==> src/sv/rtc3w_pkg.sv <==
// Shared types, codes and helpers for the three-wire clock-chip byte master.
// No dependencies; imported by every module of the block.
`timescale 1ns / 1ps

package rtc3w_pkg;

  // Input command codes
  localparam logic [1:0] CMD_TICK  = 2'd0;
  localparam logic [1:0] CMD_READ  = 2'd1;
  localparam logic [1:0] CMD_WRITE = 2'd2;

  // Access phases
  localparam logic [3:0] PH_IDLE  = 4'd0;
  localparam logic [3:0] PH_SETUP = 4'd1;
  localparam logic [3:0] PH_HIGH  = 4'd2;
  localparam logic [3:0] PH_LOW   = 4'd3;
  localparam logic [3:0] PH_HOLD  = 4'd4;

  // Configuration register indexes
  localparam logic [1:0] CFG_SETUP = 2'd0;
  localparam logic [1:0] CFG_HIGH  = 2'd1;
  localparam logic [1:0] CFG_LOW   = 2'd2;
  localparam logic [1:0] CFG_HOLD  = 2'd3;

  localparam logic [5:0] ADDR_MASK     = 6'h3f;
  localparam logic [7:0] CMD_BYTE_RD   = 8'h81;
  localparam logic [7:0] CMD_BYTE_WR   = 8'h80;
  localparam logic [4:0] BITS_PER_BYTE = 5'd8;
  localparam logic [4:0] BITS_PER_ACC  = 5'd16;

  typedef struct packed {
    logic [1:0] cmd;
    logic [5:0] reg_addr;
    logic [7:0] write_data;
    logic       io_sample;
  } rtc3w_item_t;

  typedef struct packed {
    logic       enable_pin;
    logic       clock_pin;
    logic       io_drive_level;
    logic       io_driving;
    logic       busy_res;
    logic       done_res;
    logic [7:0] read_byte;
    logic       rejected;
  } rtc3w_result_t;

  typedef struct packed {
    logic [7:0] setup_ticks;
    logic [7:0] high_ticks;
    logic [7:0] low_ticks;
    logic [7:0] hold_ticks;
  } rtc3w_cfg_t;

  // A zero tick count counts as one tick.
  function automatic logic [7:0] at_least_one(input logic [7:0] v);
    return (v == 8'd0) ? 8'd1 : v;
  endfunction

endpackage

==> src/sv/three_wire_rtc_byte_master.sv <==
// Top level of the three-wire clock-chip byte master: config registers,
// input register, access sequencer and result register. Depends on rtc3w_pkg,
// rtc3w_in_reg and rtc3w_core.
`timescale 1ns / 1ps
//
//  Channel  | Direction | Handshake           | Payload
//  ---------+-----------+---------------------+----------------------------------
//  in_*     | slave     | in_tvalid/in_tready | tuser cmd, tdata address/data/pin
//  out_*    | master    | out_tvalid/tready   | tdata pin levels and status
//  cfg_*    | write     | cfg_we              | cfg_index, cfg_wdata
//
// Every transaction on the input gives exactly one result transaction, via the
// input register and then the result register. One transaction per cycle is
// sustained while the output is not stalled: the sequencer does one whole step
// between the two registers. A stalled output holds the result register; the
// input register keeps accepting as long as the result register can drain.
// Synchronous active-low reset idles the sequencer and loads the default
// tick counts (setup 4, clock high 1, clock low 1, hold 4).

module three_wire_rtc_byte_master (
  input  logic        clk,
  input  logic        rst_n,
  input  logic        in_tvalid,
  output logic        in_tready,
  input  logic [1:0]  in_tuser,   // [1:0] cmd
  input  logic [15:0] in_tdata,   // [5:0] reg_addr, [13:6] write_data, [14] io_sample, [15] 0
  output logic        out_tvalid,
  input  logic        out_tready,
  // [0] enable_pin, [1] clock_pin, [2] io_drive_level, [3] io_driving,
  // [4] busy_res, [5] done_res, [13:6] read_byte, [14] rejected, [15] 0
  output logic [15:0] out_tdata,
  input  logic        cfg_we,
  input  logic [1:0]  cfg_index,
  input  logic [7:0]  cfg_wdata
);
  import rtc3w_pkg::*;

  rtc3w_cfg_t    cfg_r;
  rtc3w_item_t   in_item;
  rtc3w_item_t   held_item;
  rtc3w_result_t step_result;
  rtc3w_result_t result_r;
  logic          held_valid;
  logic          take;
  logic          out_valid_r;

  // Configuration writes land directly in the tick count registers
  always_ff @(posedge clk) begin
    if (!rst_n) begin
      cfg_r.setup_ticks <= 8'd4;
      cfg_r.high_ticks  <= 8'd1;
      cfg_r.low_ticks   <= 8'd1;
      cfg_r.hold_ticks  <= 8'd4;
    end else if (cfg_we) begin
      unique case (cfg_index)
        CFG_SETUP: cfg_r.setup_ticks <= cfg_wdata;
        CFG_HIGH:  cfg_r.high_ticks  <= cfg_wdata;
        CFG_LOW:   cfg_r.low_ticks   <= cfg_wdata;
        default:   cfg_r.hold_ticks  <= cfg_wdata;
      endcase
    end
  end

  // Unpack the input transaction
  assign in_item.cmd        = in_tuser;
  assign in_item.reg_addr   = in_tdata[5:0];
  assign in_item.write_data = in_tdata[13:6];
  assign in_item.io_sample  = in_tdata[14];

  rtc3w_in_reg u_in_reg (
    .clk        (clk),
    .rst_n      (rst_n),
    .in_valid   (in_tvalid),
    .in_ready   (in_tready),
    .in_item    (in_item),
    .take       (take),
    .held_valid (held_valid),
    .held_item  (held_item)
  );

  // Advance the sequencer only when the result register is free or draining
  assign take = held_valid && (!out_valid_r || out_tready);

  rtc3w_core u_core (
    .clk     (clk),
    .rst_n   (rst_n),
    .step_en (take),
    .item    (held_item),
    .cfg     (cfg_r),
    .result  (step_result)
  );

  always_ff @(posedge clk) begin
    if (!rst_n) begin
      out_valid_r <= 1'b0;
    end else if (!out_valid_r || out_tready) begin
      out_valid_r <= held_valid;
    end
  end

  always_ff @(posedge clk) begin
    if (take) begin
      result_r <= step_result;
    end
  end

  assign out_tvalid = out_valid_r;
  assign out_tdata  = {1'b0, result_r.rejected, result_r.read_byte, result_r.done_res,
                       result_r.busy_res, result_r.io_driving, result_r.io_drive_level,
                       result_r.clock_pin, result_r.enable_pin};

endmodule

==> src/sv/rtc3w_in_reg.sv <==
// Input register of the byte master: holds one accepted item until the core takes it.
// Depends on rtc3w_pkg.
`timescale 1ns / 1ps

module rtc3w_in_reg (
  input  logic                 clk,
  input  logic                 rst_n,
  input  logic                 in_valid,
  output logic                 in_ready,
  input  rtc3w_pkg::rtc3w_item_t in_item,
  input  logic                 take,
  output logic                 held_valid,
  output rtc3w_pkg::rtc3w_item_t held_item
);
  import rtc3w_pkg::*;

  logic        valid_r;
  rtc3w_item_t item_r;

  // Refill in the same cycle the held item is taken
  assign in_ready   = !valid_r || take;
  assign held_valid = valid_r;
  assign held_item  = item_r;

  always_ff @(posedge clk) begin
    if (!rst_n) begin
      valid_r <= 1'b0;
    end else if (in_ready) begin
      valid_r <= in_valid;
    end
  end

  always_ff @(posedge clk) begin
    if (in_ready && in_valid) begin
      item_r <= in_item;
    end
  end

endmodule

==> src/sv/rtc3w_core.sv <==
// Access sequencer: pin state registers and the one-step next-state logic.
// Depends on rtc3w_pkg.
`timescale 1ns / 1ps

module rtc3w_core (
  input  logic                   clk,
  input  logic                   rst_n,
  input  logic                   step_en,
  input  rtc3w_pkg::rtc3w_item_t item,
  input  rtc3w_pkg::rtc3w_cfg_t  cfg,
  output rtc3w_pkg::rtc3w_result_t result
);
  import rtc3w_pkg::*;

  logic [3:0]  phase_r, phase_nxt;
  logic [7:0]  wait_timer_r, wait_timer_nxt;
  logic [4:0]  bit_count_r, bit_count_nxt;
  logic [15:0] tx_shift_r, tx_shift_nxt;
  logic [7:0]  rx_shift_r, rx_shift_nxt;
  logic        is_read_r, is_read_nxt;
  logic        enable_r, enable_nxt;
  logic        clock_r, clock_nxt;
  logic        data_r, data_nxt;
  logic        driving_r, driving_nxt;
  logic [7:0]  last_read_r, last_read_nxt;

  logic        rejected;
  logic        done;
  logic        start_bit;
  logic [4:0]  bit_idx;
  logic [7:0]  timer_dec;

  assign timer_dec = wait_timer_r - 8'd1;

  always_comb begin
    phase_nxt      = phase_r;
    wait_timer_nxt = wait_timer_r;
    bit_count_nxt  = bit_count_r;
    tx_shift_nxt   = tx_shift_r;
    rx_shift_nxt   = rx_shift_r;
    is_read_nxt    = is_read_r;
    enable_nxt     = enable_r;
    clock_nxt      = clock_r;
    data_nxt       = data_r;
    driving_nxt    = driving_r;
    last_read_nxt  = last_read_r;
    rejected       = 1'b0;
    done           = 1'b0;
    start_bit      = 1'b0;
    bit_idx        = bit_count_r;

    if (item.cmd == CMD_READ || item.cmd == CMD_WRITE) begin
      if (phase_r != PH_IDLE) begin
        rejected = 1'b1;
      end else begin
        is_read_nxt = (item.cmd == CMD_READ);
        if (item.cmd == CMD_READ) begin
          tx_shift_nxt = {8'd0, {1'b0, item.reg_addr & ADDR_MASK, 1'b0} | CMD_BYTE_RD};
        end else begin
          tx_shift_nxt = {item.write_data,
                          {1'b0, item.reg_addr & ADDR_MASK, 1'b0} | CMD_BYTE_WR};
        end
        rx_shift_nxt   = 8'd0;
        bit_count_nxt  = 5'd0;
        enable_nxt     = 1'b1;
        clock_nxt      = 1'b0;
        wait_timer_nxt = at_least_one(cfg.setup_ticks);
        phase_nxt      = PH_SETUP;
      end
    end else if (item.cmd == CMD_TICK && phase_r != PH_IDLE) begin
      wait_timer_nxt = timer_dec;
      if (timer_dec == 8'd0) begin
        unique case (phase_r)
          PH_SETUP: begin
            bit_count_nxt = 5'd0;
            bit_idx       = 5'd0;
            start_bit     = 1'b1;
          end
          PH_HIGH: begin
            clock_nxt      = 1'b0;
            wait_timer_nxt = at_least_one(cfg.low_ticks);
            phase_nxt      = PH_LOW;
          end
          PH_LOW: begin
            bit_count_nxt = bit_count_r + 5'd1;
            bit_idx       = bit_count_r + 5'd1;
            if (bit_idx >= BITS_PER_ACC) begin
              enable_nxt     = 1'b0;
              wait_timer_nxt = at_least_one(cfg.hold_ticks);
              phase_nxt      = PH_HOLD;
            end else begin
              start_bit = 1'b1;
            end
          end
          default: begin
            if (is_read_r) begin
              last_read_nxt = rx_shift_r;
            end
            driving_nxt = 1'b0;
            data_nxt    = 1'b0;
            done        = 1'b1;
            phase_nxt   = PH_IDLE;
          end
        endcase
      end
    end

    // Present the next bit on the rising clock; sample reply bits on it too
    if (start_bit) begin
      if (is_read_r && bit_idx >= BITS_PER_BYTE) begin
        driving_nxt  = 1'b0;
        data_nxt     = 1'b0;
        rx_shift_nxt = rx_shift_r | ({7'd0, item.io_sample} << bit_idx[2:0]);
      end else begin
        driving_nxt = 1'b1;
        data_nxt    = tx_shift_r[bit_idx[3:0]];
      end
      clock_nxt      = 1'b1;
      wait_timer_nxt = at_least_one(cfg.high_ticks);
      phase_nxt      = PH_HIGH;
    end
  end

  assign result.enable_pin     = enable_nxt;
  assign result.clock_pin      = clock_nxt;
  assign result.io_drive_level = driving_nxt && data_nxt;
  assign result.io_driving     = driving_nxt;
  assign result.busy_res       = (phase_nxt != PH_IDLE);
  assign result.done_res       = done;
  assign result.read_byte      = last_read_nxt;
  assign result.rejected       = rejected;

  always_ff @(posedge clk) begin
    if (!rst_n) begin
      phase_r      <= PH_IDLE;
      wait_timer_r <= 8'd0;
      bit_count_r  <= 5'd0;
      tx_shift_r   <= 16'd0;
      rx_shift_r   <= 8'd0;
      is_read_r    <= 1'b0;
      enable_r     <= 1'b0;
      clock_r      <= 1'b0;
      data_r       <= 1'b0;
      driving_r    <= 1'b0;
      last_read_r  <= 8'd0;
    end else if (step_en) begin
      phase_r      <= phase_nxt;
      wait_timer_r <= wait_timer_nxt;
      bit_count_r  <= bit_count_nxt;
      tx_shift_r   <= tx_shift_nxt;
      rx_shift_r   <= rx_shift_nxt;
      is_read_r    <= is_read_nxt;
      enable_r     <= enable_nxt;
      clock_r      <= clock_nxt;
      data_r       <= data_nxt;
      driving_r    <= driving_nxt;
      last_read_r  <= last_read_nxt;
    end
  end

endmodule

==> config.mk <==
export PLATFORM = sky130hd
export DESIGN_NAME = three_wire_rtc_byte_master
export DESIGN_NICKNAME = d
export VERILOG_FILES = /design/src/sv/rtc3w_pkg.sv /design/src/sv/three_wire_rtc_byte_master.sv /design/src/sv/rtc3w_in_reg.sv /design/src/sv/rtc3w_core.sv
export SDC_FILE = /design/constraint.sdc
export NUM_CORES = 1
export LEC_CHECK = 0
export ABC_AREA = 1
export ABC_CLOCK_PERIOD_IN_PS = 2800
export BUFFER_PORTS_ARGS = -buffer_cell sky130_fd_sc_hd__buf_2
export CORE_ASPECT_RATIO = 0.9
export CORE_MARGIN = 2
export CORE_UTILIZATION = 54
export DETAILED_ROUTE_END_ITERATION = 8
export GPL_ROUTABILITY_DRIVEN = 1
export PLACE_DENSITY = 0.76
export SLEW_MARGIN = 5
export SYNTH_ARGS = -nofsm -noshare
export SYNTH_HDL_FRONTEND = slang
export SYNTH_HIERARCHICAL = 1
export SYNTH_SLANG_ARGS = --single-unit
==> constraint.sdc <==
create_clock -name clk -period 2.8 [get_ports clk]
set_input_delay 0.42 -clock clk [delete_from_list [all_inputs] [get_ports clk]]
set_output_delay 0.42 -clock clk [all_outputs]
set_load 0.005 [all_outputs]
==> flow_summary_export.csv, run 1 <==
group,metric,value,unit
status,outcome,"finished, final reports clean",
clock_network,ctsHoldBuffers,0,
floorplanning,dieArea,12000,um2
drt,drtAntennaViolNets,0,
synthesis,ys_warn_count,6,
drt,vias_per_cell,5.53,
drt,drt-initial-drc-count,394,
clock_network,clk_pin_slew_worst_paths,0.05,ns
timing,fmax,379,MHz
worst_hold_path,hold_start,"in_tuser[1]",
clock_network,clockBufferDepth,2,
floorplanning,die_x,115,um
global_route,grt_pass1_wl,24.2,mm
critical_path,critPathLaunchType,"flip-flop",
clock_network,cts.sinks,119,
timing,max_slew.worst_pin.slew,0.638,ns
critical_path,endpoint_kind,"flip-flop",
drt,drc,0,
pwr,ir_drop,0.438,mV
final_layout,nets,867,
drt,finalWirelength,14.3,mm
place,dp_hpwl,9.81,mm
worst_hold_path,hold_path_end,"u_in_reg/held_item[16]",
synthesis,ys_ff_latch,119,
synthesis,async_flop_share,0,
synthesis,avgSynthCellArea,7.72,um2
floorplanning,rows,36,
synthesis,synth_ff_type,"dfxtp_1",
critical_path,critical_path_arrival,2.98,ns
timing,setup_viol,0,
critical_path,critPathMaxFanout,6,
floorplanning,start_util,0.555,
timing,drv_slew,0,
final_layout,drive_above_1_share,0.217,
final_layout,regArea,2710,um2
synthesis,syn_area,6000,um2
worst_hold_path,min_path_type,"input port to flip-flop",
critical_path,reg2reg_slack,0.16,ns
timing,maxSlewHeadroom,0.574,
critical_path,required,3.14,ns
global_route,overflow,0,
pwr,p_leak,3.03,nW
synthesis,synth_edf_count,32,
drt,vias,5394,
timing,grt_setup_unrepaired,"no",
timing,post-route-period-util,0.942,
critical_path,timing.rr.end,"u_core/rx_shift_r[3]",
global_route,antenna_found_initial,0,
clock_network,root_buffer,"clkbuf_16",
final_layout,n_fill_cell,917,
drt,first_pass_iters,5,
timing,tns,0,ns
clock_network,cts_buffers,17,
place,gp_congestion,0.914,
synthesis,synth_cells,777,
pwr,power_density,689,nW/um2
global_route,track_usage,0.253,
final_layout,multi_input_area,2720,um2
clock_network,clk_latency,0.42,ns
timing,min_period,2.64,ns
final_layout,antenna_cells,0,
clock_network,cts_tree,"done",
global_route,grt_max_degree,56,
synthesis,seq_area_frac_synth,0.450,
final_layout,areaGrowthSynthToFinish,16.4,%
critical_path,reg2reg_from,"u_core/wait_timer_r[0]",
synthesis,synth_nets,815,
drt,wl_per_cell,14.7,um
worst_hold_path,whs_path_depth,1,
floorplanning,core-area,10800,um2
run,max-cap-violations,0,
floorplanning,die_h,104,um
timing,hold_violations,0,
floorplanning,io_pins,51,
global_route,grt_pass1_vias,5332,
critical_path,reg2reg_depth,18,
final_layout,final_util,0.646,
synthesis,yosysUniqueCellTypes,52,
timing,fin_worst_skew,0.00449,ns
critical_path,critical_path_class,"flip-flop to flip-flop",
place,port_buffers,48,
clock_network,cts_max_level,4,
==> Yosys cell counts, types with 3 or more instances <==
cell type	n	area (um2)
nor4_1	4	25.0
o21ai_2	8	70.1
inv_1	94	353
nand3_1	55	275
nor2_2	9	56.3
edfxtp_1	32	961
nand4_1	14	87.6
dfxtp_1	87	1740
inv_2	18	67.6
nor3_1	4	20.0
nor3_2	3	30.0
nand3_4	4	70.1
buf_2	6	30.0
o211ai_1	7	52.6
buf_6	6	67.6
a21oi_2	10	87.6
clkbuf_1	11	41.3
nor2_1	93	349
nor2_4	3	33.8
nand3_2	4	40.0
buf_4	6	45.0
a21oi_1	49	245
nand2_2	12	75.1
o21ai_0	45	225
a22oi_1	6	45.0
nand2_1	147	552
ha_1	5	62.6
o21ai_1	7	35.0
==> layer usage <==
| metal | track usage | vias up | part of all wire |
|---|---|---|---|
| met5 | 0 | - | 0 |
| met4 | 0.104 | 0 | 0.023 |
| met3 | 0.0513 | 33 | 0.049 |
| met2 | 0.443 | 194 | 0.51 |
| met1 | 0.298 | 2524 | 0.42 |
| li1 | - | 2643 | - |
==> area by class of cell <==
cell class,count,area share
well taps,133,0.0238
multi-input cells,512,0.390
clock inverters,13,0.0222
flip-flops and latches,119,0.387
clock buffers,19,0.0634
repair buffers,65,0.0527
inverters,114,0.0612
==> cell families (layout without fill, tap and decap cells) <==
group | after synthesis | after routing | share of synthesized area
AND/OR/NAND/NOR | 358 | 358 | 0.281
AO/OA/AOI/OAI | 146 | 146 | 0.148
buffers and inverters | 146 | 211 | 0.106
flip-flops | 119 | 119 | 0.450
adder cells (fa/ha/maj) | 5 | 5 | 0.0104
other | 1 | 1 | 0.000625
XOR/XNOR | 1 | 1 | 0.00146
multiplexers | 1 | 1 | 0.00229
==> worst max-delay path, stage by stage (launching register included) <==
cell     delay, ns
dfxtp_2       0.35
inv_2         0.07
ha_2          0.20
inv_1         0.07
nor2_1        0.06
nand2_1       0.07
nand2_1       0.09
nor3_1        0.23
nand2_2       0.13
nor2_2        0.19
nand2_1       0.10
nand3_1       0.18
o21ai_4       0.11
buf_4         0.16
nor2_1        0.12
nor2_1        0.06
o21ai_1       0.13
nand2_1       0.12
a21oi_2       0.14
==> through the flow <==
step | instances | instance area [um2] | total power, mW | hold WS (ns) | worst slack, ns
floorplan | 777 | 6000 | 2.45 | 0.421 | 0.129
finish | 975 | 6990 | 4.81 | 0.177 | 0.164
detailed placement | 941 | 6330 | 2.62 | 0.456 | 0.0817
global placement | 941 | 6330 | 2.60 | 0.443 | 0.219
CTS | 973 | 6930 | 4.80 | 0.171 | 0.0441
global route | 975 | 6990 | 5.00 | 0.168 | 0.00115
==> worst max path at each step <==
stage,startpoint,to,slack (ns)
6_report,u_core/wait_timer_r[0],u_core/rx_shift_r[3],0.16
2_1_floorplan,out_tready,u_core/wait_timer_r[1],0.13
3_5_place_dp,u_core/wait_timer_r[1],out_tdata[2],0.08
4_1_cts,u_core/wait_timer_r[1],out_tdata[2],0.04
5_1_grt,u_core/wait_timer_r[0],u_core/data_r,0.001
3_3_place_gp,u_core/wait_timer_r[1],out_tdata[2],0.22
==> where the power goes <==
| group | switching, mW | total (mW) | internal, mW | leakage, nW |
|---|---|---|---|---|
| sequential | 0.0743 | 1.96 | 1.89 | 1.02 |
| combinational | 0.425 | 0.649 | 0.225 | 1.73 |
| clock | 0.783 | 2.20 | 1.41 | 0.279 |
| total | 1.28 | 4.81 | 3.53 | 3.03 |
==> layout by cell type (no fill, tap or decap), drive strengths merged, types with 3 or more instances in the layout <==
master | synthesis | routed
nand2 | 160 | 160
inv | 112 | 113
nor2 | 106 | 106
dfxtp | 87 | 87
buf | 21 | 65
nand3 | 63 | 63
a21oi | 60 | 60
o21ai | 60 | 60
edfxtp | 32 | 32
clkbuf | 11 | 19
nand4 | 15 | 15
nor3 | 8 | 8
o211ai | 7 | 7
a22oi | 6 | 6
clkinv | 2 | 6
clkinvlp | 0 | 5
ha | 5 | 5
nor4 | 4 | 4
bufinv | 0 | 3
==> repair_timing <==
item | CTS | global route
buffers inserted | 0 | 2
setup endpoints to repair | 0 | 13
gates resized for setup | 0 | 11
hold endpoints to repair | 0 | 0
==> registers in the layout (all words and copies together), names as in the netlist, 5 cells and up <==
signal               count
u_in_reg/held_item      17
u_core/bit_count_r       5
cfg_r                   32
out_tdata               15
u_core/tx_shift_r       16
u_core/last_read_r       8
u_core/wait_timer_r      8
u_core/rx_shift_r        8
Power figures use the tool's default switching activity.
==> run 2: changes to the inputs <==
--- a/config.mk
+++ b/config.mk
@@ -5,7 +5,6 @@
 export SDC_FILE = /design/constraint.sdc
 export NUM_CORES = 1
 export LEC_CHECK = 0
-export ABC_AREA = 1
 export ABC_CLOCK_PERIOD_IN_PS = 2800
 export BUFFER_PORTS_ARGS = -buffer_cell sky130_fd_sc_hd__buf_2
 export CORE_ASPECT_RATIO = 0.9
@@ -14,6 +13,7 @@
 export DETAILED_ROUTE_END_ITERATION = 8
 export GPL_ROUTABILITY_DRIVEN = 1
 export PLACE_DENSITY = 0.76
+export SETUP_SLACK_MARGIN = 0.5
 export SLEW_MARGIN = 5
 export SYNTH_ARGS = -nofsm -noshare
 export SYNTH_HDL_FRONTEND = slang
==> run 2 against run 1 <==
Effect of this change: the run now ends with setup timing left; utilization is 7.1 points higher; highest routed layer unchanged; hold slack better by 0.00067 ns; routed wire length up 2.4%; die area shrank 1.7%; clock power fell by 3%; power is 3.2% lower; sequential cell count is the same; first-iteration DRC count fell by 2.0%; combinational power decreased by 3%; global-route usage fell by 0.65 points; sequential power shrank 3%; cell area grew 10%.
==> flow_summary_export.csv, run 2 <==
group,metric,value,unit
status,outcome,"finished, violations left",
status,violations,"setup timing",
synthesis,synth_area_leaders,"dfxtp_1, edfxtp_1, mux2i_1",
final_layout,fin_area,7690,um2
timing,hold_violations,0,
global_route,antenna_found_initial,0,
clock_network,clk_pin_slew_worst_paths,0.05,ns
worst_hold_path,whs_path_depth,1,
clock_network,root_buffer,"clkbuf_16",
critical_path,cp.buffers_inverters,2,
clock_network,cts_max_level,4,
clock_network,clk_latency,0.42,ns
place,gp_congestion,0.894,
final_layout,n_fill_cell,751,
drt,drtAntennaViolNets,0,
floorplanning,start_util,0.550,
critical_path,cp_slowest_stage_delay,0.36,ns
place,placed_area,6640,um2
synthesis,ys_warn_count,6,
clock_network,cts_buffers,17,
final_layout,nets,751,
drt,first_pass_iters,5,
pwr,p_leak,3.32,nW
synthesis,synth_nets,652,
final_layout,layoutNonFillerInstCount,858,
floorplanning,rows,36,
synthesis,ys_ff_latch,119,
synthesis,yosysMostFrequentCell,"dfxtp_1",
timing,fin_hold_ws,0.177,ns
synthesis,syn_area,5890,um2
critical_path,crit_chain,"inv_2 > ha_4 > or2_4 > a211oi_4 > buf_6 > nor2_4 > nand4b_1 > a22o_2 > a211oi_1 > a311o_2 > and4bb_2 > o21ai_2",
synthesis,async_flop_share,0,
critical_path,reg2reg_depth,12,
synthesis,synthTopCellsByCount,"dfxtp_1, nand2_1, mux2i_1",
worst_hold_path,min_path_type,"input port to flip-flop",
timing,drv_slew,0,
timing,maxSlewHeadroom,0.454,
timing,min_period,2.98,ns
timing,post-route-period-util,1.06,
timing,setup_viol,20,
drt,wl_per_cell,17.1,um
place,dp_cells,810,
final_layout,largest_reg_flops,32,
pwr,ir_drop,0.447,mV
global_route,grt_pass1_wl,22.2,mm
drt,drt-initial-drc-count,386,
run,max-cap-violations,0,
drt,vias_per_cell,5.81,
final_layout,final_cell_mix,"dfxtp_1, nand2_1, buf_4",
clock_network,clockBufferDepth,2,
global_route,grt_max_degree,42,
floorplanning,die_x,114,um
global_route,overflow,0,
timing,fin_worst_skew,0.00682,ns
floorplanning,dieArea,11800,um2
floorplanning,core-area,10700,um2
synthesis,yosys.area.top_type,"dfxtp_1",
global_route,grt_pass1_vias,4584,
drt,drc,0,
timing,fmax,336,MHz
drt,finalWirelength,14.7,mm
place,dp_hpwl,9.67,mm
clock_network,cts.sinks,119,
critical_path,critPathMaxFanout,6,
final_layout,antenna_cells,0,
critical_path,critical_path_class,"flip-flop to flip-flop",
synthesis,avgSynthCellArea,9.60,um2
place,port_buffers,48,
drt,vias,4987,
pwr,power,4.66,mW
floorplanning,die_h,103,um
critical_path,required,2.98,ns
critical_path,critPathLaunchType,"flip-flop",
final_layout,layout_commonest_cell,"dfxtp_1",
critical_path,path_depth,12,
timing,tns,-1.05,ns
global_route,track_usage,0.246,
timing,grt_setup_unrepaired,"yes",
critical_path,cp_slowest_cell,"dfxtp_4",
critical_path,critical_path_arrival,3.15,ns
final_layout,areaGrowthSynthToFinish,30.6,%
floorplanning,io_pins,51,
synthesis,synth_top_area_share,0.296,
pwr,power_density,606,nW/um2
final_layout,drive_above_1_share,0.352,
critical_path,cp_top_family,"compound AO/OA/AOI/OAI gates",
final_layout,largest_register,"cfg_r",
timing,layout_setup_ws,-0.179,ns
synthesis,synth_edf_count,32,
synthesis,seq_area_frac_synth,0.459,
synthesis,synth_cells,614,
critical_path,endpoint_kind,"flip-flop",
synthesis,yosysUniqueCellTypes,78,
synthesis,synth_ff_type,"dfxtp_1",
timing,max_slew.worst_pin.slew,0.814,ns
clock_network,cts_tree,"done",
-- run 2: area by class of cell --
class	instances	area, um2	area share
clock inverter	10	129	0.0168
timing repair buffer	126	936	0.122
sequential	119	2710	0.352
tap	133	166	0.0216
multi-input combinational	436	3250	0.423
inverter	13	48.8	0.00634
clock buffer	21	450	0.0585
-- run 2: repair_timing --
| action | in CTS | in global routing |
|---|---|---|
| hold buffers | 0 | 0 |
| endpoints found under the setup margin | 48 | 51 |
| resized for setup | 43 | 45 |
| pin swaps | 4 | 20 |
| setup buffers | 8 | 8 |
| gates cloned | 1 | 0 |
-- run 2: cell families after synthesis --
family | after synthesis | synth area share
compound gates | 140 | 0.173
xor+xnor | 8 | 0.0119
fa+ha+maj | 5 | 0.0106
buf+inv | 59 | 0.0533
flops | 119 | 0.459
mux | 44 | 0.0767
other cells | 1 | 0.000636
simple gates | 238 | 0.215
-- run 2: path summary, 6_finish.rpt --
path | end | startpoint | slack, ns
setup / recovery | out_tdata[2] | u_core/wait_timer_r[0] | -0.18
hold reg to reg | u_core/rx_shift_r[0] | u_core/rx_shift_r[0] | 0.46
setup reg to reg | out_tdata[2] | u_core/wait_timer_r[0] | -0.18
hold / removal | u_in_reg/held_item[9] | in_tdata[0] | 0.18
-- run 2: stage by stage --
stage / util / setup WS, ns
after global placement: 0.619 / -0.155
final: 0.718 / -0.179
after detailed placement: 0.619 / -0.189
after global routing: 0.718 / -0.253
after floorplan: - / -0.0622
after CTS: 0.697 / -0.0892
-- run 2: worst register-to-register path, cell delays in order (launching register included) --
cell and delay [ns]:
dfxtp_4 0.36, inv_2 0.04, ha_4 0.18, or2_4 0.24, a211oi_4 0.34, buf_6 0.16, nor2_4 0.04, nand4b_1 0.29
a22o_2 0.35, a211oi_1 0.23, a311o_2 0.15, and4bb_2 0.30, o21ai_2 0.06
-- run 2: metal layers --
layer,track usage,wire length [um],vias to the layer above,share of wire
li1,-,-,2398,-
met1,0.324,6690,2391,0.46
met2,0.391,6870,168,0.47
met3,0.0670,803,30,0.055
met4,0.0919,302,0,0.021
met5,0,0,-,0
-- run 2: report_power, final --
group	internal, mW	leakage [nW]	total (mW)	switching [mW]
registers	1.86	1.02	1.90	0.0435
logic	0.295	2.02	0.629	0.333
clock network	1.40	0.282	2.13	0.723
total	3.56	3.32	4.66	1.10
